--- src/sv/csfd_pkg.sv ---
// Shared types, constants and the CRC-8 byte update for the sensor frame decoder.
`timescale 1ns / 1ps

package csfd_pkg;

   // Position inside a three-byte sensor reply, one-hot coded.
   typedef enum logic [2:0] {
      POS_HIGH  = 3'b001,
      POS_LOW   = 3'b010,
      POS_CHECK = 3'b100
   } byte_pos_type;

   localparam int unsigned BYTE_W  = 8;
   localparam int unsigned WORD_W  = 16;
   localparam int unsigned VALUE_W = 15;
   localparam int unsigned SCALE_W = 15;

   localparam logic [BYTE_W-1:0]  CRC_POLY    = 8'h31;
   localparam logic [WORD_W-1:0]  STATUS_MASK = 16'hFFFC;

   localparam logic [SCALE_W-1:0] TEMP_SCALE  = 15'd17572;
   localparam logic [SCALE_W-1:0] HUMID_SCALE = 15'd12500;
   localparam logic signed [WORD_W-1:0] TEMP_OFFSET  = -16'sd4685;
   localparam logic signed [WORD_W-1:0] HUMID_OFFSET = -16'sd600;

   // Measurement kind selected by the mode register.
   localparam logic KIND_TEMP  = 1'b0;
   localparam logic KIND_HUMID = 1'b1;

   // One byte through the MSB-first CRC-8, eight shift steps unrolled.
   function automatic logic [BYTE_W-1:0] crc_feed(input logic [BYTE_W-1:0] crc,
                                                  input logic [BYTE_W-1:0] data);
      logic [BYTE_W-1:0] c;
      c = crc ^ data;
      for (int i = 0; i < BYTE_W; i++) begin
         if (c[BYTE_W-1]) begin
            c = {c[BYTE_W-2:0], 1'b0} ^ CRC_POLY;
         end else begin
            c = {c[BYTE_W-2:0], 1'b0};
         end
      end
      return c;
   endfunction

endpackage

--- src/sv/csfd_convert.sv ---
// Fixed-point conversion of a raw measurement word to centidegrees or centipercent.
`timescale 1ns / 1ps

module csfd_convert (
   input  logic [csfd_pkg::WORD_W-1:0]         word,
   input  logic                                measure_kind,
   output logic signed [csfd_pkg::VALUE_W-1:0] value
);
   import csfd_pkg::*;

   logic [WORD_W-1:0]          masked;
   logic [SCALE_W-1:0]         scale;
   logic signed [WORD_W-1:0]   offset;
   logic [WORD_W+SCALE_W-1:0]  product;
   logic signed [WORD_W-1:0]   scaled;
   logic signed [WORD_W-1:0]   sum;

   // The two status bits are dropped before scaling.
   assign masked  = word & STATUS_MASK;
   assign scale   = (measure_kind == KIND_HUMID) ? HUMID_SCALE : TEMP_SCALE;
   assign offset  = (measure_kind == KIND_HUMID) ? HUMID_OFFSET : TEMP_OFFSET;
   assign product = WORD_W'(masked) * SCALE_W'(scale);
   // Floor of product / 65536 stays below 2^15, so it is a positive 16-bit value.
   assign scaled  = signed'({1'b0, product[WORD_W+SCALE_W-1:WORD_W]});
   assign sum     = scaled + offset;
   assign value   = sum[VALUE_W-1:0];

endmodule

--- src/sv/crc8_checked_sensor_frame_decoder_unit.sv ---
// Top level of the CRC-8 checked three-byte sensor frame decoder.
`timescale 1ns / 1ps

// Channel  | Handshake           | Payload
// ---------+---------------------+-----------------------------------------------------
// request  | req_valid/req_ready | req_rx_byte, req_frame_start (one reply byte)
// response | rsp_valid/rsp_ready | rsp_raw_word, rsp_crc_good, rsp_converted_value
// csr      | csr_wr_en           | csr_wr_data (measurement kind, 0 temp, 1 humidity)
//
// One request is taken per cycle while req_ready is high. The reply state (position, CRC,
// held bytes) is updated at the edge that takes a request, and the checksum byte's result
// is written into the response register at that edge, valid in the cycle after its last byte.
// Reset is synchronous and clears the position, the CRC, the mode and the response valid.
// While a response waits unread the next request is still taken, as long as the response
// register will be emptied in the same cycle; only a stalled full response holds req_ready low.

module crc8_checked_sensor_frame_decoder_unit (
   input  logic                                clock,
   input  logic                                reset,
   input  logic                                req_valid,
   output logic                                req_ready,
   input  logic [csfd_pkg::BYTE_W-1:0]         req_rx_byte,
   input  logic                                req_frame_start,
   output logic                                rsp_valid,
   input  logic                                rsp_ready,
   output logic [csfd_pkg::WORD_W-1:0]         rsp_raw_word,
   output logic                                rsp_crc_good,
   output logic signed [csfd_pkg::VALUE_W-1:0] rsp_converted_value,
   input  logic                                csr_wr_en,
   input  logic                                csr_wr_data
);
   import csfd_pkg::*;

   // Reply tracking state.
   byte_pos_type        pos_ff, pos_in, pos_eff;
   logic [BYTE_W-1:0]   crc_ff, crc_in, crc_eff;
   logic [BYTE_W-1:0]   high_ff, high_in;
   logic [BYTE_W-1:0]   low_ff, low_in;
   logic                kind_ff, kind_in;

   // Response register.
   logic                        rsp_valid_ff, rsp_valid_in;
   logic [WORD_W-1:0]           raw_ff, raw_in;
   logic                        good_ff, good_in;
   logic signed [VALUE_W-1:0]   value_ff, value_in;

   logic                        accept;
   logic                        finish;
   logic                        crc_match;
   logic [WORD_W-1:0]           word;
   logic signed [VALUE_W-1:0]   conv_value;

   // A request can be taken whenever the response register is empty or being drained.
   assign req_ready = !rsp_valid_ff || rsp_ready;
   assign accept    = req_valid && req_ready;

   // A start marker restarts the reply before the byte is used.
   assign pos_eff = req_frame_start ? POS_HIGH : pos_ff;
   assign crc_eff = req_frame_start ? '0 : crc_ff;

   assign word      = {high_ff, low_ff};
   assign crc_match = (crc_ff == req_rx_byte);
   assign finish    = accept && (pos_eff == POS_CHECK);

   csfd_convert u_convert (
      .word         (word),
      .measure_kind (kind_ff),
      .value        (conv_value)
   );

   always_comb begin
      pos_in  = pos_ff;
      crc_in  = crc_ff;
      high_in = high_ff;
      low_in  = low_ff;
      if (accept) begin
         case (pos_eff)
            POS_LOW: begin
               low_in = req_rx_byte;
               crc_in = crc_feed(crc_eff, req_rx_byte);
               pos_in = POS_CHECK;
            end
            POS_CHECK: begin
               // The checksum byte closes the reply; the next byte starts a new one.
               crc_in = '0;
               pos_in = POS_HIGH;
            end
            default: begin
               // The high byte always starts from a cleared CRC.
               high_in = req_rx_byte;
               crc_in  = crc_feed('0, req_rx_byte);
               pos_in  = POS_LOW;
            end
         endcase
      end
   end

   always_comb begin
      kind_in = csr_wr_en ? csr_wr_data : kind_ff;
   end

   // A failed checksum reports a zero word and a zero value.
   always_comb begin
      rsp_valid_in = rsp_valid_ff && !rsp_ready;
      raw_in       = raw_ff;
      good_in      = good_ff;
      value_in     = value_ff;
      if (finish) begin
         rsp_valid_in = 1'b1;
         good_in      = crc_match;
         raw_in       = crc_match ? word : '0;
         value_in     = crc_match ? conv_value : '0;
      end
   end

   always_ff @(posedge clock) begin
      if (reset) begin
         pos_ff       <= POS_HIGH;
         crc_ff       <= '0;
         kind_ff      <= KIND_TEMP;
         rsp_valid_ff <= 1'b0;
      end else begin
         pos_ff       <= pos_in;
         crc_ff       <= crc_in;
         kind_ff      <= kind_in;
         rsp_valid_ff <= rsp_valid_in;
      end
   end

   always_ff @(posedge clock) begin
      high_ff  <= high_in;
      low_ff   <= low_in;
      raw_ff   <= raw_in;
      good_ff  <= good_in;
      value_ff <= value_in;
   end

   assign rsp_valid           = rsp_valid_ff;
   assign rsp_raw_word        = raw_ff;
   assign rsp_crc_good        = good_ff;
   assign rsp_converted_value = value_ff;

   // A checksum byte always produces a pending response in the next cycle.
   a_finish_gives_rsp: assert property (@(posedge clock) disable iff (reset)
      finish |=> rsp_valid_ff)
      else $error("checksum byte did not produce a response");

   // After a reply closes, the CRC is cleared and the position is back at the high byte.
   a_finish_clears: assert property (@(posedge clock) disable iff (reset)
      finish |=> (crc_ff == '0) && (pos_ff == POS_HIGH))
      else $error("reply state not cleared after checksum byte");

   // A taken high byte always moves on to the low byte.
   a_high_to_low: assert property (@(posedge clock) disable iff (reset)
      accept && (pos_eff == POS_HIGH) |=> (pos_ff == POS_LOW))
      else $error("high byte did not advance to low byte");

   // A bad checksum never leaks the word or the value.
   a_bad_is_zero: assert property (@(posedge clock) disable iff (reset)
      rsp_valid_ff && !good_ff |-> (raw_ff == '0) && (value_ff == '0))
      else $error("failed reply reported nonzero payload");

   // Without a checksum byte, a response is only there if it was already waiting.
   a_no_spurious: assert property (@(posedge clock) disable iff (reset)
      !finish && !(rsp_valid_ff && !rsp_ready) |=> !rsp_valid_ff)
      else $error("response appeared without a checksum byte");

endmodule

--- config.mk ---
export PLATFORM = sky130hd
export DESIGN_NAME = crc8_checked_sensor_frame_decoder_unit
export DESIGN_NICKNAME = d
export VERILOG_FILES = /design/src/sv/csfd_pkg.sv /design/src/sv/csfd_convert.sv /design/src/sv/crc8_checked_sensor_frame_decoder_unit.sv
export SDC_FILE = /design/constraint.sdc
export NUM_CORES = 1
export LEC_CHECK = 0
export BUFFER_PORTS_ARGS = -buffer_cell sky130_fd_sc_hd__clkbuf_2
export CELL_PAD_IN_SITES_DETAIL_PLACEMENT = 1
export CELL_PAD_IN_SITES_GLOBAL_PLACEMENT = 2
export CORE_MARGIN = 2
export CORE_UTILIZATION = 44
export DETAILED_ROUTE_END_ITERATION = 7
export PLACE_DENSITY = 0.87
export SLEW_MARGIN = 40
export SYNTH_ARGS = -nofsm -noshare
export SYNTH_HDL_FRONTEND = slang
export SYNTH_HIERARCHICAL = 1
export SYNTH_SLANG_ARGS = --single-unit
export TNS_END_PERCENT = 5
--- constraint.sdc ---
create_clock -name clock -period 13.9 [get_ports clock]
set_input_delay 0.695 -clock clock [delete_from_list [all_inputs] [get_ports clock]]
set_output_delay 0.695 -clock clock [all_outputs]
set_load 0.03 [all_outputs]
==> impl_metrics.toml, run 1 <==
[outcome]
outcome = "finished clean"

[worst_setup_path]
end_kind = "flop"
worstPathMaxFanout = 17
crit_type = "flop to flop"
startpoint = "kind_ff"
crit_end = "rsp_converted_value[14]"
crit_arrival_ns = 8.32
start_kind = "flop"
r2r_start = "kind_ff"
crit_path_top_delay_cell = "fa_1"
crit_chain = "inv_1 -> nor2_1 -> or2_2 -> ha_1 -> fa_1 -> fa_1 -> fa_1 -> fa_1 -> ha_1 -> ha_1 -> nand4_1 -> nor2_2 -> a221o_1 -> a2111o_1 -> a311o_2 -> a21oi_1 -> o21bai_1 -> xor2_1 -> ha_1 -> o311ai_0 -> a41o_1 -> a211oi_2 -> xnor2_1 -> and2_1"
cp_data_required_time_ns = 14.00
worstRegToRegCells = 24
reg2reg_slack_ns = 5.67
reg2reg_to = "rsp_converted_value[14]"
critPathMaxStageDelay_ns = 0.53

[cells_and_area]
fin_area_sq_mm = 0.00813
final_util_pct = 49.6
layout-drive-gt1-share_pct = 11.5
diodes = 0
nNetsFinal = 975
area_delta_synth_final_pct = 11.0

[pwr]
swShare_pct = 49.4
p_seq_share_pct = 10.7
pwr-share-clk_pct = 12.8
p_comb_share_pct = 76.5
p_int_w = 0.000990
leakagePower_nw = 3.81
power.density_mw_per_mm2 = 241
p_switching_w = 0.000967
irDropWorstVdd_mv = 0.171
power_w = 0.00196

[yosys]
netlist_area_sq_mm = 0.00733
ys_seq_elements = 61
synth_cells = 730
yosys.area.top_type_share_pct = 20.1
syn_avg_cell_area_sq_um = 10.0
yosys_warnings = 6
yosysTopAreaCell = "ha_1"
yosys-top-cells-area = "ha_1 20%, edfxtp_1 20%, fa_1 17%, xnor2_1 6.5%, inv_1 5.8%"
ys_types = 64
async_flop_share_pct = 0
ys_dominant_reg_cell = "edfxtp_1"
synth-edff-count = 48
synth.most_common_cell = "ha_1"
yosysSeqAreaShare_pct = 23.2
synthTopCellsByCount = "118 x ha_1, 113 x inv_1, 63 x fa_1, 54 x xnor2_1, 48 x edfxtp_1"

[sta]
fmax_mhz = 122
fin_crit_sh_pct = 59.2
maxSlewHeadroom_pct = 49.1
fin_setup_tns_ns = 0
fin_skew_ns = 0.00927
rsz0062_at_grt = "false"
slew_viol_final = 0
setup_violations = 0
period_minus_slack_ns = 8.23
final-hold-violation-count = 0
timing.hold.ws_ns = 0.480
tightest_slew_ns = 0.755

[clock_tree]
clock_latency_ns = 0.34
cts_tree = "built"
cts-resized-gates = 0
postCtsHoldBufs = 0
h-tree-depth = 3
cts_setup_buffers = 0
clockRootBuffer = "clkbuf_16"
cts.path.max_buffers = 2
cts_buffers = 9
path_clk_slew_ns = 0.06
clock_sinks = 61

[routing]
ant_nets = 0
wl_per_cell_um = 18.7
viasPerCell = 5.37
drt_iter0_drc = 303
finalWirelength_um = 18800
drt_pass1_iterations = 7
vias = 5395
route.detailed.drc = 0

[grt]
overflow = 0
grt_pass1_vias = 5839
groute.usage.overall_pct = 22.1
antenna_found_initial = 0
grt_max_degree = 33
grt_pass1_wl_um = 30700

[die]
io-pin-count = 49
die_h_um = 133
start_util_pct = 44.7
dieWidth_um = 133
die_area_sq_mm = 0.0177
num_rows = 47
core_area_sq_mm = 0.0164

[placement]
hpwlAfterDp_um = 14900
gp_congestion = 0.872
placed_area_sq_mm = 0.00781
place.port_buffers = 48

[worst_hold_path]
min_path_type = "flop to flop"
min_from = "pos_ff[0]"

[run]
drv_cap = 0
[layout by cell type (no fill, tap or decap), types with 3 or more instances in the layout]
master     Yosys  layout
nand4_1       10      10
nand2_1       46      46
clkbuf_16      0       9
a31o_2         4       4
ha_1         118     118
or2_2          6       6
buf_4          1       3
edfxtp_1      48      48
nand2b_1       4       4
nor3_1         4       4
o21ai_0        9       9
o21bai_1       3       3
xnor3_1        4       4
inv_1        113     113
a21o_1         7       7
a22oi_1        7       7
o31ai_1        3       3
dfxtp_1       13      13
nor2_1        26      24
o21a_1         3       3
nand3_1        7       7
conb_1         2      13
a211oi_1       4       4
xnor2_1       54      54
nor4_1         3       3
a21oi_1       31      31
nor2b_1       10      10
fa_1          63      63
and3_1         5       5
clkbuf_2       0      48
xor2_1        13      13
a31oi_1        5       5
and2_1        41      41
o22ai_1        5       5
[worst min-delay path by stage]
stage,to,slack (ns),cells past startpoint
2_1_floorplan,pos_ff[0],0.43,2
3_3_place_gp,pos_ff[0],0.46,2
3_5_place_dp,pos_ff[0],0.47,2
4_1_cts,pos_ff[0],0.48,2
5_1_grt,pos_ff[0],0.52,2
6_report,pos_ff[0],0.48,2
[state kept, by name (all words and copies together) (netlist names)]
name / cells
crc_ff: 8
high_ff: 8
kind_ff: 1
low_ff: 8
pos_ff: 3
rsp_converted_value: 15
rsp_crc_good: 1
rsp_raw_word: 16
rsp_valid: 1
[power by group through the flow]
stage | registers [W] | clock network, W | logic (W)
after floorplan | 0.000210 | 0 | 0.00117
after global placement | 0.000213 | 0 | 0.00143
after detailed placement | 0.000213 | 0 | 0.00147
after CTS | 0.000209 | 0.000255 | 0.00150
after global routing | 0.000210 | 0.000262 | 0.00168
final | 0.000209 | 0.000251 | 0.00150
[per-stage QoR]
step	std cells	setup slack [ns]
finish	1004	5.67
global route	1004	5.27
CTS	1004	5.70
detailed placement	988	5.74
global placement	988	6.08
floorplan	741	6.44
[cell type report]
type / instances / area, sq um
well taps: 220 / 275
repair buffers: 51 / 263
multi-input cells: 543 / 5140
inverters: 113 / 424
fillers: 1834 / 8280
flip-flops and latches: 61 / 1700
clock inverters: 7 / 97.6
clock buffers: 9 / 225
[logic make-up after synthesis]
family,synth area share (%)
flops,23.2
buf+inv,7.27
simple gates,12.5
mux,0.290
other cells,0.102
fa+ha+maj,37.4
compound gates,9.68
xor+xnor,9.56
[critical path, delay by kind of cell, from the launching register on]
family                   cells  cell delay [ns]
AO/OA/AOI/OAI                8             2.47
XOR/XNOR                     2             0.25
flip-flops                   1             0.31
AND/OR/NAND/NOR              5             0.96
adder cells (fa/ha/maj)      8             3.49
buffers and inverters        1             0.50
[per-layer routing]
layer	up-vias	global-route usage (%)	part of all wire (%)
met4	0	5.26	1.1
li1	2548	-	-
met3	17	2.26	3.4
met1	2719	30.2	46
met5	-	0	0
met2	111	37.9	50
Note: power is estimated with default switching activity, not from simulation.
==> inputs of run 2 (changes only) <==
- CORE_UTILIZATION: 44 -> 41
- PLACE_DENSITY: 0.87 -> 0.82
- clock period: 13.9 -> 7.8 ns (I/O delays scaled with it)
==> run 2 against run 1 <==
Effect of this change:
- clock power up 76%
- combinational power increased by 81%
- utilization decreased by 1.7 points
- first-iteration DRC count is 25% lower
- routed wire length is 1.9% lower
- fmax rose by 9.9%
- final cell count up 2.0%
- sequential power rose by 77%
- register-to-register slack got worse by 5.4 ns
- critical path type unchanged
- largest cell class unchanged
==> impl_metrics.toml, run 2 (synthesis gave the netlist of run 1 again) <==
[cells_and_area]
nNetsFinal = 990
final_common_cell = "ha_1"
fin_area_sq_mm = 0.00832
final_cell_mix = "116 x ha_1, 112 x inv_1, 63 x fa_1"
area_delta_synth_final_pct = 13.5
stdcell_count = 1024
diodes = 0
nFillCells = 1964
layout-drive-gt1-share_pct = 14.1
largest_reg_flops = 16
multi_input_area_sq_mm = 0.00518
regArea_sq_mm = 0.00170

[pwr]
power_w = 0.00353
leakagePower_nw = 3.89
irDropWorstVdd_mv = 0.350
power.density_mw_per_mm2 = 425

[die]
num_rows = 48
dieWidth_um = 138
die_area_sq_mm = 0.0190
start_util_pct = 42.2
core_area_sq_mm = 0.0174
io-pin-count = 49
die_h_um = 138

[routing]
vias = 5376
viasPerCell = 5.25
finalWirelength_um = 18400
drt_pass1_iterations = 5
route.detailed.drc = 0
wl_per_cell_um = 18.0
drt_iter0_drc = 228
ant_nets = 0

[placement]
hpwlAfterDp_um = 15000
dp.cells = 1004
gp_congestion = 0.865
place.port_buffers = 48
placed_area_sq_mm = 0.00790

[clock_tree]
clock_sinks = 61
clockRootBuffer = "clkbuf_16"
path_clk_slew_ns = 0.05
postCtsHoldBufs = 0
cts.path.max_buffers = 2
clock_latency_ns = 0.35
cts_tree = "built"
cts_buffers = 9
h-tree-depth = 3

[sta]
fin_crit_sh_pct = 96.0
final-hold-violation-count = 0
fin_skew_ns = 0.0138
slew_viol_final = 0
fmax_mhz = 134
tightest_slew_ns = 0.635
period_minus_slack_ns = 7.49
timing.hold.ws_ns = 0.326
setup_violations = 0
maxSlewHeadroom_pct = 57.6

[outcome]
outcome = "finished clean"

[grt]
grt.met3_usage_pct = 2.65
groute.usage.overall_pct = 20.8
met1_usage_pct = 27.7
grt_pass1_wl_um = 30100
grt_max_degree = 34
antenna_found_initial = 0
use_met2_pct = 35.2
overflow = 0
grt_pass1_vias = 5825
top_usage_layer = "met2"

[worst_setup_path]
crit_arrival_ns = 7.58
end_kind = "flop"
start_kind = "flop"
crit_type = "flop to flop"
worstPathMaxFanout = 28
cp_data_required_time_ns = 7.90

[run]
drv_cap = 0

[worst_hold_path]
min_path_type = "input pin to flop"
[run 2: cell types whose count changed in the layout (fill, tap and decap cells not counted), moves of 2 or more]
cell       previous run  this run
clkbuf_16             9        11
clkbuf_8              0         3
bufinv_16             2         0
buf_12                0         2
buf_4                 3        16
ha_2                  0         2
ha_1                118       116
[run 2: worst max-delay path, stage by stage, from the launching register on]
cell and delay, ns:
dfxtp_1 0.43, buf_12 0.22, nor2b_1 0.10, or2_2 0.33, ha_1 0.34, fa_1 0.50
fa_1 0.52, fa_1 0.53, fa_1 0.49, ha_1 0.31, ha_1 0.32, nand4_1 0.17
nor2_2 0.06, a221o_1 0.31, a2111o_1 0.46, a311o_2 0.42, a21oi_2 0.19, o21bai_1 0.09
xor2_1 0.15, ha_2 0.40, o311ai_2 0.15, a41o_1 0.27, a211oi_2 0.26, xnor2_1 0.08
and2_1 0.14
[run 2: cell type report]
cell class,instances,area share [%]
clock inverters,1,0.0752
inverters,113,5.15
flip-flops and latches,61,20.5
well taps,225,3.39
repair buffers,66,4.81
clock buffers,15,3.85
multi-input cells,543,62.3
[run 2: worst paths after layout]
| path | end | slack (ns) | startpoint | depth (start not counted) |
|---|---|---|---|---|
| max | rsp_converted_value[14] | 0.31 | kind_ff | 24 |
| min | kind_ff | 0.33 | csr_wr_data | 3 |
| max reg2reg | rsp_converted_value[14] | 0.31 | kind_ff | 24 |
| min reg2reg | pos_ff[0] | 0.48 | pos_ff[0] | 2 |
[run 2: through the flow]
step	setup slack, ns	setup TNS (ns)	utilization [%]
floorplan	0.341	0	-
global placement	0.226	0	45.5
detailed placement	0.0317	0	45.5
CTS	0.00407	0	47.6
global route	-0.0166	-0.0166	47.9
finish	0.315	0	47.9
[run 2: layer usage]
| layer | wire length [um] | share of wire [%] |
|---|---|---|
| met3 | 544 | 3.0 |
| met5 | 0 | 0 |
| met2 | 9080 | 49 |
| met4 | 249 | 1.4 |
| met1 | 8550 | 46 |
[run 2: where the power goes]
part | switching, W | internal [W] | leakage [nW]
clock | 0.000161 | 0.000281 | 0.163
combinational | 0.00152 | 0.00120 | 3.25
sequential | 0.0000120 | 0.000358 | 0.479
total | 0.00169 | 0.00184 | 3.89
[run 2: what timing repair did]
action,in CTS,in global routing
hold endpoints to repair,0,0
setup buffers,2,2
setup endpoints to repair,1,2
gates cloned,0,0
pin swaps,0,2
resized for setup,3,9
